**config.mk**
```make
export PLATFORM = sky130hd
export DESIGN_NAME = bbvp_ctrl
export DESIGN_NICKNAME = d
export VERILOG_FILES = /design/src/bbvp_pkg.sv /design/src/bbvp_ctrl.sv
export SDC_FILE = /design/constraint.sdc
export NUM_CORES = 1
export LEC_CHECK = 0
export BUFFER_PORTS_ARGS = -buffer_cell sky130_fd_sc_hd__clkbuf_2
export CAP_MARGIN = 10
export CORE_AREA = 2 2 39 41
export DETAILED_ROUTE_END_ITERATION = 12
export DIE_AREA = 0 0 41 43
export GPL_TIMING_DRIVEN = 1
export PLACE_DENSITY = 0.45
export SLEW_MARGIN = 20
export SYNTH_ARGS = -nofsm -noshare
export SYNTH_HDL_FRONTEND = slang
export SYNTH_SLANG_ARGS = --single-unit
```
**constraint.sdc**
```tcl
create_clock -name clk_i -period 1.8 [get_ports clk_i]
set_input_delay 0.36 -clock clk_i [delete_from_list [all_inputs] [get_ports clk_i]]
set_output_delay 0.36 -clock clk_i [all_outputs]
set_load 0.01 [all_outputs]
```
**src/bbvp_pkg.sv**
```systemverilog
// Shared types and constants of the basic-block vector profiler.
package bbvp_pkg;

  // Configuration register indexes and their reset values.
  localparam int unsigned CfgIdxW = 2;
  localparam logic [CfgIdxW-1:0] CfgIntervalLength = 2'd0;
  localparam logic [CfgIdxW-1:0] CfgJumpThreshold  = 2'd1;

  localparam logic [31:0] IntervalLengthReset = 32'd1000000;
  localparam logic [15:0] JumpThresholdReset  = 16'd16;

  // Table geometry; block ids on the result port are always six bits.
  localparam int unsigned TableEntriesDefault = 64;
  localparam int unsigned BlockIdW            = 6;
  localparam logic [31:0] CountMax            = 32'hFFFF_FFFF;

  // One input transaction.
  typedef struct packed {
    logic        func;
    logic [63:0] ip;
  } in_t;

  // One result transaction.
  typedef struct packed {
    logic                has_entry;
    logic [BlockIdW-1:0] block_id;
    logic [31:0]         count;
    logic                table_full;
    logic                last;
  } out_t;

  // Commands from the controller to the datapath.
  typedef struct packed {
    logic accept;
    logic emit;
    logic search;
    logic inc_rd;
    logic inc_wr;
    logic newblk;
  } cmd_t;

  // Status from the datapath to the controller.
  typedef struct packed {
    logic wrap;
    logic any_valid;
    logic emit_last;
    logic hit;
    logic miss_done;
  } status_t;

endpackage

```
**src/bbvp_ctrl.sv**
```systemverilog
// Controller state machine of the basic-block vector profiler.
module bbvp_ctrl (
  input  logic              clk_i,
  input  logic              rst_ni,
  input  logic              start,
  input  logic              func_i,
  input  bbvp_pkg::status_t status_i,
  output logic              busy,
  output bbvp_pkg::cmd_t    cmd_o
);
  import bbvp_pkg::*;

  localparam logic [2:0] SIdle   = 3'd0;
  localparam logic [2:0] SEmit   = 3'd1;
  localparam logic [2:0] SSearch = 3'd2;
  localparam logic [2:0] SIncRd  = 3'd3;
  localparam logic [2:0] SIncWr  = 3'd4;
  localparam logic [2:0] SNewBlk = 3'd5;

  logic [2:0] state_q, state_d;
  logic       then_search_q, then_search_d;

  // Next-state and command decode.
  always_comb begin
    state_d       = state_q;
    then_search_d = then_search_q;
    cmd_o         = '0;
    unique case (state_q)
      SIdle: begin
        if (start) begin
          cmd_o.accept = 1'b1;
          if (func_i) begin
            state_d       = SEmit;
            then_search_d = 1'b0;
          end else if (status_i.wrap) begin
            state_d       = SEmit;
            then_search_d = 1'b1;
          end else begin
            state_d = SSearch;
          end
        end
      end
      SEmit: begin
        cmd_o.emit = 1'b1;
        if (!status_i.any_valid || status_i.emit_last) begin
          state_d = then_search_q ? SSearch : SIdle;
        end
      end
      SSearch: begin
        cmd_o.search = 1'b1;
        if (status_i.hit) begin
          state_d = SIncRd;
        end else if (status_i.miss_done) begin
          state_d = SNewBlk;
        end
      end
      SIncRd: begin
        cmd_o.inc_rd = 1'b1;
        state_d      = SIncWr;
      end
      SIncWr: begin
        cmd_o.inc_wr = 1'b1;
        state_d      = SIdle;
      end
      SNewBlk: begin
        cmd_o.newblk = 1'b1;
        state_d      = SIdle;
      end
      default: begin
        state_d = SIdle;
      end
    endcase
  end

  // State registers.
  always_ff @(posedge clk_i or negedge rst_ni) begin
    if (!rst_ni) begin
      state_q       <= SIdle;
      then_search_q <= 1'b0;
    end else begin
      state_q       <= state_d;
      then_search_q <= then_search_d;
    end
  end

  assign busy = (state_q != SIdle);

endmodule

```
* Word level (Yosys, flattened, before mapping)
Index checks and enable logic that the tools add are counted.
** Word-level totals
- Flip-flop bits (word level) :: 4
- Output and inout bits :: 7
** Operators by class
- Eq/ne operators :: 8
- Muxes and demuxes :: 17
- Reduce and logical (&&, ||, !) cells :: 7
** Operator list (count)
- $mux W3 :: 5
- $pmux W3 S4 :: 1
- $mux W1 :: 9
- $eq A3 B2 Y1 const B :: 2
- $eq A3 B3 Y1 const B :: 2
- $reduce_and A3 Y1 :: 2
- $mux W2 :: 2
- $ne A2 B2 Y1 const B :: 2
- $eq A3 B1 Y1 const B :: 1
- $logic_not A3 Y1 :: 1
- $ne A3 B3 Y1 const B :: 1
- $reduce_bool A3 Y1 :: 1
- $reduce_bool A2 Y1 :: 1
- $logic_not A1 Y1 :: 1
- $logic_or A1 B1 Y1 :: 1

* Depth between registers and ports, before layout
Gate-level depths: netlist of run 1.
- Word-level depth :: 4
- Gate-level depth with buffers :: 4

* Least setup slack after synthesis of run 1
No wires, ideal clock.
- Kind :: register to output
- Start point :: reg state_q[0]
- End point :: out busy
- Arrival time :: 1034 ps
- Data required time :: 1440 ps
- Setup slack :: 406 ps
- Cell stages (with the launch flop) :: 3
- Path buffers :: 1
- Cells stage by stage :: dfrtp_1 buf_6 or3_2
** On the way
- Cells in the longest elaborated chain, start to end :: 1
** RTL lines
- start, declared :: RTL line bbvp_ctrl.sv:20 : logic [2:0] state_q, state_d;
- start signal, assigned :: RTL line bbvp_ctrl.sv:78 : state_q <= SIdle;
- start signal, assigned :: RTL line bbvp_ctrl.sv:81 : state_q <= state_d;
- $reduce_bool A3 Y1 :: RTL line bbvp_ctrl.sv:86 : assign busy = (state_q != SIdle);
- end, declared :: RTL line bbvp_ctrl.sv:8 : output logic busy,
No other way between the ends.

* Worst setup path after layout of run 1
- Start point :: reg state_q[1]
- End point :: out busy
The elaborated chain is that of the path after synthesis.

==> run_results.csv, run 1 <==
group,metric,value,unit
synth,synthCells,32,
place,place.gp.congestion,0.788,
cells_and_area,antenna_cells,0,
synth,yosysUniqueCellTypes,21,
clocking,clock_sinks,4,
floorplan,fp-row-count,14,
floorplan,die_w,41,um
synth,yosysWarnings,0,
floorplan,core,1380,um2
clocking,cts_tree,"done",
global_route,met2_usage,10.9,%
run,cap_violations,0,
route,drc,0,
worst_setup_path,crit_chain,"or3_2, clkbuf_2",
timing,min_period_over_period,95.4,%
global_route,gr-usage-met3,4.71,%
floorplan,start_util,22.2,%
outcome,outcome,"finished clean",
synth,ys_seq_elements,4,
worst_setup_path,crit_path_start_kind,"flop",
cells_and_area,fillers,151,
worst_setup_path,path_class,"reg -> out",
clocking,root_buffer,"clkbuf_4",
floorplan,io_pins,16,
synth,yosysSeqAreaShare,32.7,%
worst_setup_path,regToRegSetupSlack,0.39,ns
timing,setup_viol,0,
global_route,grt_max_degree,14,
global_route,grt_usage,9.67,%
cells_and_area,finalNonFillerCells,65,
power,vdd_ir_drop_max,0.000709,V
power,leakage,0.200,nW
floorplan,dieHeight,43,um
worst_setup_path,r2r-end,"state_q[0]$_DFFE_PN0P_",
timing,maxSlewHeadroom,74.9,%
cells_and_area,nets,60,
min_path,hp-start,"func_i",
synth,syn-num-nets,41,
clocking,clk_pin_slew,0.03,ns
route,antenna_left,0,
synth,synth_largest_area_cell,"dfrtp_1",
cells_and_area,fin_util,30.2,%
timing,slew_viol_final,0,
place,port-buffer-count,15,
global_route,busiest_layer,"met1",
synth,synth.top_cells.by_area,"dfrtp_1 33%, nor4b_4 7.8%, buf_6 7.3%, a21oi_1 4.9%, nor3b_1 4.9%",
timing,min_period,1.72,ns
timing,final-hold-violation-count,0,
worst_setup_path,crit_required,1.44,ns
power,pwr_density_cell,1390,nW/um2
route,via_count,295,
worst_setup_path,r2r-start,"state_q[1]$_DFFE_PN0P_",
route,wl_per_cell,10.3,um
timing,finalHoldWorstSlack,0.346,ns
clocking,clk_path_buf_depth,2,
route,firstDrtPassIters,2,
global_route,met1_usage,14.9,%
synth,synth_area,307,um2
place,placedCellCount,61,
cells_and_area,finalInstanceArea,418,um2
floorplan,die-area,1760,um2
worst_setup_path,reg2reg_depth,3,
route,wl,670,um
min_path,hold_path_class,"in -> reg",
worst_setup_path,end_kind,"output pin",
cells_and_area,synthToLayoutAreaGrowth,36.3,%
worst_setup_path,crit_arrival,1.36,ns
global_route,grt_first_pass_wirelength,1140,um
global_route,grt_pass1_vias,265,
timing,timing.fmax,0.583,GHz
global_route,antenna_found_initial,0,
worst_setup_path,slowest_delay,0.50,ns
clocking,post-cts-setup-buffer-count,0,
global_route,grt-ovfl-total,0,
worst_setup_path,worst-path-buf-inv,1,
clocking,cts-buffers-inserted,3,
place,dp_hpwl,561,um
cells_and_area,drive_above_1_share,49.0,%
timing,rsz0062_at_grt,"false",
min_path,whs_path_depth,2,
place,placed_area,379,um2
worst_setup_path,cp_slowest_cell,"dfrtp_1",
worst_setup_path,cp_max_fo,10,
synth,syn_area_per_cell,9.58,um2
synth,synth_top_cell_area_share,32.7,%
route,dr.first_iter.drc_count,1,
worst_setup_path,crit_family,"flip-flops",
min_path,min_to,"then_search_q$_DFFE_PN0P_",
route,vias_per_cell,4.54,
timing,worst_pin_slew,0.377,ns
clocking,clkLatencyLatePin,0.23,ns
clocking,htree_levels,1,
timing,setup_tns,0,ns
timing,skew,0.000135,ns
[area by class of cell]
class                   instances  area (um2)  area share [%]
multi-input cells              25         185            44.3
inverters                       1        3.75           0.898
well taps                      16        20.0            4.79
clock buffers                   3        22.5            5.39
flip-flops and latches          4         101            24.3
repair buffers                 16        85.1            20.4
[timing repair]
item                       4_1_cts  5_1_grt
hold buffers                     1        0
resized for setup                0        2
hold endpoints to repair         4        0
setup endpoints to repair        0        2
[routing by layer]
metal,up-vias,wire (um),share of wire [%]
met1,127,337,50
met2,13,278,41
met5,-,0,0
met4,0,0,0
met3,0,55,8.2
li1,155,-,-
[state kept, by name (all words and copies together), names as in the netlist]
register       flops
state_q            3
then_search_q      1
[synthesized netlist by cell type]
library cell and instances:
or3_2 1, buf_6 2, nor4b_4 1, a21oi_1 3
nor3b_1 2, and2b_4 1, dfrtp_1 4, o21ai_0 1
nor2b_1 2, o41ai_1 1, a221oi_1 1, nor3_2 1
nand2_1 1, nor3_1 1, inv_1 1, or4_1 1
a211o_1 1, nand2b_1 2, and2_1 1, nor2_1 2
nor4_1 2
[cell usage in the layout (no fill, tap or decap), types with 2 or more instances in the layout]
master	count
a21oi_1	3
clkbuf_2	15
clkbuf_4	3
dfrtp_1	3
nand2b_1	2
nor2_1	2
nor2b_1	2
nor4_1	2
[through the flow]
stage               total power [mW]  setup slack, ns
floorplan                      0.410            0.406
global placement               0.470            0.288
detailed placement             0.471            0.276
CTS                            0.586           0.0253
global route                   0.642           0.0262
finish                         0.581           0.0834
[where the power goes]
part           switching [mW]  internal [mW]  total (mW)
combinational           0.122          0.140       0.263
sequential             0.0843          0.128       0.212
clock                  0.0320         0.0742       0.106
total                   0.238          0.343       0.581
[how the worst max path moves through the flow]
stage                end                    from  slack (ns)  depth (start not counted)
floorplan           busy  state_q[0]$_DFFE_PN0P_        0.41                          2
global placement    busy  state_q[0]$_DFFE_PN0P_        0.29                          2
detailed placement  busy  state_q[0]$_DFFE_PN0P_        0.28                          2
CTS                 busy  state_q[0]$_DFFE_PN0P_        0.03                          2
global route        busy  state_q[1]$_DFFE_PN0P_        0.03                          2
finish              busy  state_q[1]$_DFFE_PN0P_        0.08                          2
[cell families (layout without fill, tap and decap cells)]
kind of cell	Yosys count	in the layout	share of synthesized area, %
compound gates	7	7	15.1
simple gates	18	18	43.7
buf+inv	3	20	8.57
flops	4	4	32.7
Note: power is estimated with default switching activity, not from simulation.
==> run 2, diff against run 1 <==
--- a/config.mk
+++ b/config.mk
@@ -12,6 +12,7 @@
 export DIE_AREA = 0 0 41 43
 export GPL_TIMING_DRIVEN = 1
 export PLACE_DENSITY = 0.45
+export RECOVER_POWER = 50
 export SLEW_MARGIN = 20
 export SYNTH_ARGS = -nofsm -noshare
 export SYNTH_HDL_FRONTEND = slang
==> run 2 against run 1 <==
Compared with the run above: global-route usage unchanged; register-to-register slack about the same; combinational power barely moved; clock skew did not move; design area down 0.30%; largest power group unchanged; power barely moved; non-clock buffer count stayed put; sequential share of layout area up 0.073 points; utilization down 0.090 points; sequential power is essentially flat; die area unchanged.
==> run_results.csv, run 2 (synthesized netlist as in run 1, its figures left out) <==
group,metric,value,unit
outcome,outcome,"finished clean",
timing,min_period_over_period,95.4,%
place,dp_hpwl,561,um
cells_and_area,drive_above_1_share,46.9,%
worst_setup_path,worst-path-buf-inv,1,
place,place.gp.congestion,0.788,
place,port-buffer-count,15,
cells_and_area,final_cell_mix,"14 x clkbuf_2, 3 x a21oi_1, 3 x clkbuf_4, 3 x dfrtp_1",
global_route,antenna_found_initial,0,
floorplan,start_util,22.2,%
timing,final-hold-violation-count,0,
timing,worst_pin_slew,0.377,ns
timing,setup_tns,0,ns
global_route,grt_pass1_vias,265,
clocking,post-cts-setup-buffer-count,0,
worst_setup_path,r2r-start,"state_q[1]$_DFFE_PN0P_",
cells_and_area,finalInstanceArea,417,um2
global_route,grt_usage,9.67,%
timing,skew,0.000135,ns
worst_setup_path,crit_chain,"or3_2, clkbuf_2",
worst_setup_path,cp_slowest_cell,"dfrtp_1",
place,pre_cts_ws,0.276,ns
clocking,clkLatencyLatePin,0.23,ns
worst_setup_path,path_class,"reg -> out",
clocking,htree_levels,1,
worst_setup_path,slowest_delay,0.50,ns
clocking,root_buffer,"clkbuf_4",
floorplan,die_w,41,um
route,drc,0,
route,wl,671,um
route,antenna_left,0,
min_path,hp-start,"func_i",
route,firstDrtPassIters,2,
cells_and_area,nets,60,
power,pwr_density_cell,1390,nW/um2
timing,maxSlewHeadroom,74.9,%
route,via_count,295,
clocking,clk_path_buf_depth,2,
cells_and_area,antenna_cells,0,
worst_setup_path,end_kind,"output pin",
timing,timing.fmax,0.583,GHz
worst_setup_path,startpoint,"state_q[1]$_DFFE_PN0P_",
route,dr.first_iter.drc_count,1,
floorplan,io_pins,16,
min_path,hold_path_class,"in -> reg",
place,placed_area,379,um2
timing,min_period,1.72,ns
cells_and_area,largest_reg_flops,3,
floorplan,fp-row-count,14,
floorplan,dieHeight,43,um
cells_and_area,reg_top3,"state_q x3, then_search_q x1",
route,wl_per_cell,10.3,um
timing,setup_viol,0,
worst_setup_path,crit_arrival,1.36,ns
cells_and_area,synthToLayoutAreaGrowth,35.9,%
worst_setup_path,crit_required,1.44,ns
timing,timing.final.ws_setup,0.0834,ns
clocking,clk_pin_slew,0.03,ns
route,vias_per_cell,4.54,
power,p_total,581,uW
power,vdd_ir_drop_max,0.000709,V
timing,slew_viol_final,0,
cells_and_area,fillers,151,
clocking,cts_tree,"done",
floorplan,die-area,1760,um2
run,cap_violations,0,
global_route,grt_max_degree,14,
power,leakage,0.197,nW
worst_setup_path,cp_max_fo,10,
cells_and_area,top_register,"state_q",
clocking,cts-buffers-inserted,3,
timing,rsz0062_at_grt,"false",
cells_and_area,layout_commonest_cell,"clkbuf_2",
global_route,grt_first_pass_wirelength,1140,um
worst_setup_path,crit_path_start_kind,"flop",
worst_setup_path,crit_family,"flip-flops",
global_route,grt-ovfl-total,0,
clocking,clock_sinks,4,
floorplan,core,1380,um2
## run 2: changes by cell type in the layout (fill, tap and decap cells not counted)
cell / change
clkbuf_1: +1
clkbuf_2: -1
## run 2: path summary, 6_finish.rpt
path	cells after the start	endpoint	slack, ns
worst max-delay path	2	busy	0.08
worst min-delay path	2	then_search_q$_DFFE_PN0P_	0.35
worst max register to register	3	state_q[0]$_DFFE_PN0P_	0.39
worst min register to register	2	then_search_q$_DFFE_PN0P_	0.55
max in group asynchronous	2	state_q[0]$_DFFE_PN0P_	1.11
min in group asynchronous	2	then_search_q$_DFFE_PN0P_	0.49
## run 2: through the flow
step	hold WS [ns]	utilization, %	cells
floorplan	0.0644	-	32
global placement	0.173	27.4	61
detailed placement	0.172	27.4	61
CTS	0.338	29.7	65
global route	0.348	30.1	65
finish	0.346	30.1	65
## run 2: layer usage
metal,wire length [um],track usage (%),up-vias
met5,0,0,-
met4,0,4.00,0
met1,337,14.9,127
met2,278,10.9,13
met3,55,4.71,0
li1,-,-,155
## run 2: repair_timing
item | 4_1_cts | 5_1_grt
setup endpoints to repair | 0 | 2
resized for setup | 0 | 2
hold endpoints to repair | 4 | 0
hold buffers | 1 | 0
## run 2: final cells by class
type	instances	area, um2	share of cell area, %
Multi-Input combinational cell	25	185	44.4
Inverter	1	3.75	0.901
Tap cell	16	20.0	4.80
Sequential cell	4	101	24.3
Timing Repair Buffer	16	83.8	20.1
Clock buffer	3	22.5	5.41
## run 2: power by group
part           total (mW)  internal, mW  leakage [nW]  switching (mW)
Sequential          0.212         0.128        0.0498          0.0843
Combinational       0.262         0.140         0.134           0.122
Clock               0.106        0.0742        0.0138          0.0320
## run 2: worst reg2reg max path: stages, from the launching register on
cell     delay (ns)
dfrtp_1        0.56
nor2b_1        0.11
a211o_1        0.28
o41ai_1        0.34
==> run 3, diff against run 2 <==
--- a/config.mk
+++ b/config.mk
@@ -11,7 +11,7 @@
 export DETAILED_ROUTE_END_ITERATION = 12
 export DIE_AREA = 0 0 41 43
 export GPL_TIMING_DRIVEN = 1
-export PLACE_DENSITY = 0.45
+export PLACE_DENSITY = 0.52
 export RECOVER_POWER = 50
 export SLEW_MARGIN = 20
 export SYNTH_ARGS = -nofsm -noshare
==> constraint.sdc (replaced) <==
create_clock -name clk_i -period 2 [get_ports clk_i]
set_input_delay 0.4 -clock clk_i [delete_from_list [all_inputs] [get_ports clk_i]]
set_output_delay 0.4 -clock clk_i [all_outputs]
set_load 0.01 [all_outputs]
==> run 3 against run 2 <==
Compared with the run above: flip-flop and latch count is the same; largest power group unchanged; setup slack improved by 0.13 ns; hold slack gained 0.023 ns; global-route usage is the same; critical path type unchanged; sequential power is 13% lower.
==> run_results.csv, run 3 (synthesized netlist as in run 1, its figures left out) <==
group,metric,value,unit
power,pwr_density_cell,1250,nW/um2
power,vdd_ir_drop_max,0.000316,V
place,place.gp.congestion,0.708,
cells_and_area,fin_util,29.7,%
clocking,clk_path_buf_depth,2,
global_route,grt_first_pass_wirelength,1110,um
cells_and_area,layout_commonest_cell,"clkbuf_2",
cells_and_area,multiInputGateArea,180,um2
cells_and_area,synthToLayoutAreaGrowth,33.9,%
route,vias_per_cell,4.38,
min_path,hold_path_class,"in -> reg",
clocking,post-cts-setup-buffer-count,0,
clocking,cts_tree,"done",
power,swShare,41.0,%
place,placedCellCount,61,
route,via_count,285,
power,leakage,0.195,nW
floorplan,die_w,41,um
clocking,root_buffer,"clkbuf_4",
place,placed_area,379,um2
cells_and_area,drive_above_1_share,42.9,%
cells_and_area,final_cell_mix,"14 x clkbuf_2, 4 x dfrtp_1, 3 x a21oi_1, 3 x clkbuf_4",
timing,setup_tns,0,ns
floorplan,fp-row-count,14,
power,power_frac_clock,19.1,%
route,drc,0,
worst_setup_path,crit_path_start_kind,"flop",
worst_setup_path,crit_required,1.60,ns
floorplan,die-area,1760,um2
clocking,cts-buffers-inserted,3,
cells_and_area,fillers,159,
timing,worst_pin_slew,0.396,ns
floorplan,core,1380,um2
power,p_seq_share,35.9,%
timing,rsz0062_at_grt,"false",
cells_and_area,nets,60,
global_route,grt_pass1_vias,286,
worst_setup_path,cp_max_fo,13,
timing,min_period,1.79,ns
timing,maxSlewHeadroom,73.6,%
worst_setup_path,crit_arrival,1.39,ns
power,intPower,303,uW
timing,min_period_over_period,89.6,%
timing,setup_viol,0,
cells_and_area,largest_reg_flops,3,
floorplan,start_util,22.2,%
cells_and_area,finalNonFillerCells,65,
route,wl,645,um
clocking,htree_levels,1,
global_route,antenna_found_initial,0,
worst_setup_path,path_class,"reg -> out",
timing,final-hold-violation-count,0,
route,firstDrtPassIters,2,
floorplan,io_pins,16,
clocking,clock_sinks,4,
clocking,clk_pin_slew,0.04,ns
global_route,grt_max_degree,14,
cells_and_area,reg_top3,"state_q x3, then_search_q x1",
route,wl_per_cell,9.92,um
run,cap_violations,0,
timing,timing.fmax,0.558,GHz
place,dp_hpwl,534,um
place,port-buffer-count,15,
route,dr.first_iter.drc_count,4,
timing,slew_viol_final,0,
worst_setup_path,end_kind,"output pin",
floorplan,dieHeight,43,um
timing,skew,0.000698,ns
cells_and_area,regArea,100,um2
timing,finalHoldWorstSlack,0.369,ns
global_route,grt_usage,9.67,%
outcome,outcome,"finished clean",
route,antenna_left,0,
cells_and_area,top_register,"state_q",
clocking,clkLatencyLatePin,0.23,ns
cells_and_area,finalInstanceArea,410,um2
global_route,grt-ovfl-total,0,
power,combPwrFrac,45.0,%
cells_and_area,antenna_cells,0,
power,p_sw,211,uW
## run 3: cell counts in the layout (fill, tap and decap cells not counted)
Identical to the previous run, type by type.
## run 3: final timing paths
| kind | slack, ns | start | end | cells past startpoint |
|---|---|---|---|---|
| worst max-delay path | 0.21 | state_q[0]$_DFFE_PN0P_ | busy | 2 |
| worst min-delay path | 0.37 | func_i | then_search_q$_DFFE_PN0P_ | 2 |
| worst max register to register | 0.55 | state_q[0]$_DFFE_PN0P_ | state_q[0]$_DFFE_PN0P_ | 3 |
| worst min register to register | 0.55 | then_search_q$_DFFE_PN0P_ | then_search_q$_DFFE_PN0P_ | 2 |
| max in group asynchronous | 1.26 | rst_ni | state_q[2]$_DFFE_PN0P_ | 2 |
| min in group asynchronous | 0.54 | rst_ni | then_search_q$_DFFE_PN0P_ | 2 |
## run 3: cell type report
cell class                 count  share of cell area (%)
multi-input combinational     25                    43.9
sequential                     4                    24.4
tap                           16                    4.88
clock buffer                   3                    5.49
timing repair buffer          16                    20.4
inverter                       1                   0.915
## run 3: timing repair
| item | in CTS | in global routing |
|---|---|---|
| gates resized for setup | 0 | 0 |
| hold endpoints to repair | 4 | 0 |
| hold buffers | 1 | 0 |
## run 3: routing by layer
layer  part of all wire, %  vias up  wire length, um  GRT usage [%]
li1                      -      155                -              -
met1                    47      120              301           11.0
met2                    49       10              315           13.8
met3                   4.2        0               27           4.71
met4                     0        0                0           6.00
met5                     0        -                0              0
## run 3: critical path, stage by stage, from the launching register on
cell      delay, ns
dfrtp_1        0.51
or3_2          0.52
clkbuf_2       0.14
## run 3: per-stage QoR
step                      power, mW  setup slack, ns
after floorplan               0.369            0.566
after detailed placement      0.421            0.449
after CTS                     0.526            0.197
after global routing          0.574            0.133
after global placement        0.420            0.452
final                         0.513            0.208
## run 3: power groups by stage
| stage | clock network [mW] | logic, mW | registers [mW] |
|---|---|---|---|
| after floorplan | 0 | 0.231 | 0.138 |
| after global placement | 0 | 0.235 | 0.185 |
| after detailed placement | 0 | 0.234 | 0.186 |
| after CTS | 0.104 | 0.236 | 0.186 |
| after global routing | 0.112 | 0.269 | 0.194 |
| final | 0.0979 | 0.231 | 0.184 |
